--- src/rtl/bounded_integer_set_assert.svh ---
// ----------------------------------------------------------------------------
// Assertion macros for the bounded integer set.
// Each macro samples on the rising edge of clk and is disabled during reset.
// ----------------------------------------------------------------------------
`ifndef BOUNDED_INTEGER_SET_ASSERT_SVH
`define BOUNDED_INTEGER_SET_ASSERT_SVH

// The consequent must hold in the same cycle as the antecedent.
`define BIS_ASSERT_SAME(label, ante, cons) \
  label: assert property (@(posedge clk) disable iff (!rst_n) (ante) |-> (cons)) \
    else $error("bounded_integer_set: same-cycle check failed");

// The consequent must hold in the cycle after the antecedent.
`define BIS_ASSERT_NEXT(label, ante, cons) \
  label: assert property (@(posedge clk) disable iff (!rst_n) (ante) |=> (cons)) \
    else $error("bounded_integer_set: next-cycle check failed");

`endif

--- src/rtl/bis_ram.sv ---
// ----------------------------------------------------------------------------
// bis_ram
// Generic simple dual-port RAM: one write port and one read port with
// registered read data.
// ----------------------------------------------------------------------------
`timescale 1ns / 1ps
`default_nettype none

module bis_ram #(
  parameter int WIDTH = 32,
  parameter int DEPTH = 64
) (
  input  wire logic                     clk,
  input  wire logic                     wr_en,
  input  wire logic [$clog2(DEPTH)-1:0] wr_addr,
  input  wire logic [WIDTH-1:0]         wr_data,
  input  wire logic [$clog2(DEPTH)-1:0] rd_addr,
  output logic      [WIDTH-1:0]         rd_data
);

  logic [WIDTH-1:0] mem [DEPTH];

  always_ff @(posedge clk) begin
    if (wr_en) begin
      mem[wr_addr] <= wr_data;
    end
    rd_data <= mem[rd_addr];
  end

endmodule

`default_nettype wire

--- config.mk ---
export PLATFORM = sky130hd
export DESIGN_NAME = bis_ram
export DESIGN_NICKNAME = d
export VERILOG_FILES = /design/src/rtl/bounded_integer_set_assert.svh /design/src/rtl/bis_ram.sv
export SDC_FILE = /design/constraint.sdc
export NUM_CORES = 2
export LEC_CHECK = 0
export BUFFER_PORTS_ARGS = -buffer_cell sky130_fd_sc_hd__clkbuf_2
export CAP_MARGIN = 20
export CORE_MARGIN = 5
export CORE_UTILIZATION = 50
export CTS_BUF_LIST = sky130_fd_sc_hd__clkbuf_4 sky130_fd_sc_hd__clkbuf_8 sky130_fd_sc_hd__clkbuf_16
export DETAILED_ROUTE_END_ITERATION = 8
export PLACE_DENSITY = 0.65
export REMOVE_ABC_BUFFERS = 1
export SLEW_MARGIN = 10
export SYNTH_ARGS = -nofsm -noshare
export SYNTH_HDL_FRONTEND = slang
export SYNTH_SLANG_ARGS = --single-unit
--- constraint.sdc ---
create_clock -name clk -period 7.74 [get_ports clk]
set_clock_uncertainty 0.05 [all_clocks]
set_input_delay 1.548 -clock clk [delete_from_list [all_inputs] [get_ports clk]]
set_output_delay 1.548 -clock clk [all_outputs]
set_load 0.1 [all_outputs]
==> metrics <==
clock sinks 2080; prevailing post-synth register cell edfxtp_1; slowest CP cell o22ai_1; DIE WIDTH 406 um; status finished clean; Max Freq 226 MHz; Hold Buf Count CTS 0; PwrDens 267 mW/mm^2; largest cells by area after synthesis edfxtp_1 (78%), mux4_2 (16%), mux2i_1 (1.2%); cell accounting for the most synthesized area edfxtp_1; leakage 27.8 nW; endpoint class of the critical path register; Mean Syn Cell Area 23.6 um^2; Die Ht 406 um; Max-cap violations 0; H-tree Lvls 4; minimum clock period 4.43 ns; sw power 0.00508 W; largest net degree at the start of global routing 97; Peak VDD IR 0.000334 V; Critical Path AT 5.02 ns; Post-synth top cells edfxtp_1 (2048), mux4_2 (544), nor2_1 (137), mux2i_1 (93), o22ai_1 (84); Num CTS Buffers 199; layout cells sized above 1 31.3%; CTS root buf clkbuf_16; num rows 145; critical path cell sequence buf_8, buf_4, buf_4, mux4_2, mux4_2, o22ai_1, nor2_1; Seq pwr share 52.7%; Synth Cell Area 0.0785 mm^2; number of port buffers 77; post-synth top area share 78.3%; Post-synth EDFFs 2048; Initial Util 50.3%; Final Hold Viols 0; total negative slack 0 ns; initial drt markers 5402; DPL Wire Length 103000 um; drt wl/cell 34.3 um; part of the power in the clock network 41.7%; Slew Limit Fails 0; Post-Synth Adder-Cell Area 0%; YS warnings 0; Post-Synth Simple-Gate Area 1.27%; worst-margin pin slew 1.10 ns; core footprint 0.156 mm^2; Net Sw Frac 21.4%; DRT Pass-1 Iters 5; Compound-Gate Fraction of Synth Area 1.67%; Setup crit start kind input pin; CTS tree built; Setup Crit Path Kind input pin to register; routed wire length 199000 um; worst hold slack 0.700 ns; count leader, synth edfxtp_1; Crit Path Max Fanout 63; unrepaired setup endpoints after global routing no; WP data required 8.33 ns; Async SR Flop Fraction 0%; post-DR vias/cell 6.35; mux contribution to synthesized area 16.8%; buffer count from post-CTS setup fixing 0; Post-Synth XOR/XNOR Area 0%; Yosys reg bits 2080; DRC viols 0; slowest stage delay, CP 0.64 ns; Layout Area Growth over Synthesis 13.4%; Routed Antenna Nets 0; fin util 57.0%; gr ovfl total 0; # setup viols final 0; Ports 78; Final GP Congestion 0.811; synth unique cells 34; Die Area 0.165 mm^2; Final Cycle Share 57.3%; vias 36800; clock-pin slew on the worst setup and hold paths 0.06 ns; CTS Buffer Depth 3; largest family of logic cells by synthesized area multiplexers; overall routing resource usage 24.4%; Slew HR 27.0%; Internal 0.0187 W; Power Total 0.0238 W; post-CTS resize count 0; Layout Nets 3604; Comb power frac 5.6%; number of global-route vias before repair 37200; Tightest Hold Check Type register to register; clock latency on the worst-skew pair 0.82 ns; Post-Synthesis Cells 3324; antenna violations before repair 19; first-pass GRT wire length 282000 um; register area share after synthesis 79.1%
==> area by class of cell <==
type / instances / area (um^2)
timing repair buffer: 215 / 1620
clock buffer: 268 / 5640
tap: 2058 / 2570
multi-input combinational: 1062 / 16000
fill: 11200 / 67100
clock inverter: 110 / 1090
sequential: 2080 / 62100
antenna: 6 / 15.0
==> critical path: cells and delay by family <==
kind	cells	cell delay, ns
AOI/OAI and AO/OA	1	0.64
buffers and inverters	3	1.45
muxes	2	1.04
and+or+nand+nor	1	0.20
==> per-layer routing <==
metal  routed length [um]  part of all wire, %  global-route usage, %
met3                20000                   10                   5.08
met4                 5360                  2.7                   6.64
met2                95600                   48                   38.5
met5                   46                0.023                      0
met1                77900                   39                   35.1
==> kinds of logic (layout without fill, tap and decap cells) <==
group / after synthesis / in the layout
and+or+nand+nor: 223 / 223
muxes: 637 / 637
other: 0 / 6
AOI/OAI and AO/OA: 202 / 202
DFF: 2080 / 2080
buffers and inverters: 182 / 593
==> cells in the final DEF, fill, tap and decap left out, types with 7 or more instances in the layout <==
cell type  instances
buf_12            13
nand2_1           26
a21oi_1           62
inv_6              7
bufinv_16         21
mux2i_1           93
nor2_1            74
nor2_4            62
buf_4            125
nor2b_1           14
o221ai_1          27
dfxtp_1           32
clkinv_2          33
clkbuf_2          73
mux4_2           544
clkbuf_4          55
clkinv_1          42
a22oi_1           12
o22ai_1           84
a311oi_1           7
edfxtp_1        2048
clkbuf_8           9
clkbuf_16        204
==> power groups by stage <==
stage	sequential (W)	combinational (W)	clock, W
floorplan	0.0129	0.000462	0
global placement	0.0128	0.00134	0
detailed placement	0.0128	0.00135	0
CTS	0.0125	0.00135	0.0100
global route	0.0125	0.00140	0.0105
finish	0.0125	0.00134	0.00992
==> final timing paths <==
path,start,end,slack (ns),depth (start not counted)
worst max-delay path,rd_addr[0],rd_data[18]$_DFF_P_,3.31,7
worst min-delay path,mem[28][20]$_DFFE_PP_,rd_data[20]$_DFF_P_,0.70,4
worst max register to register,mem[0][11]$_DFFE_PP_,rd_data[11]$_DFF_P_,5.12,4
worst min register to register,mem[28][20]$_DFFE_PP_,rd_data[20]$_DFF_P_,0.70,4
==> state kept, by name (all words and copies together), names as in the netlist <==
register / cells
mem: 2048
rd_data: 32
==> through the flow <==
stage	cell area, um^2	setup WS [ns]	instances
global route	89000	3.07	5793
floorplan	77600	3.13	3142
finish	89100	3.31	5799
CTS	89000	3.37	5793
detailed placement	82300	2.51	5415
global placement	82300	2.53	5415
No activity file was read; power rests on OpenSTA's default activity.
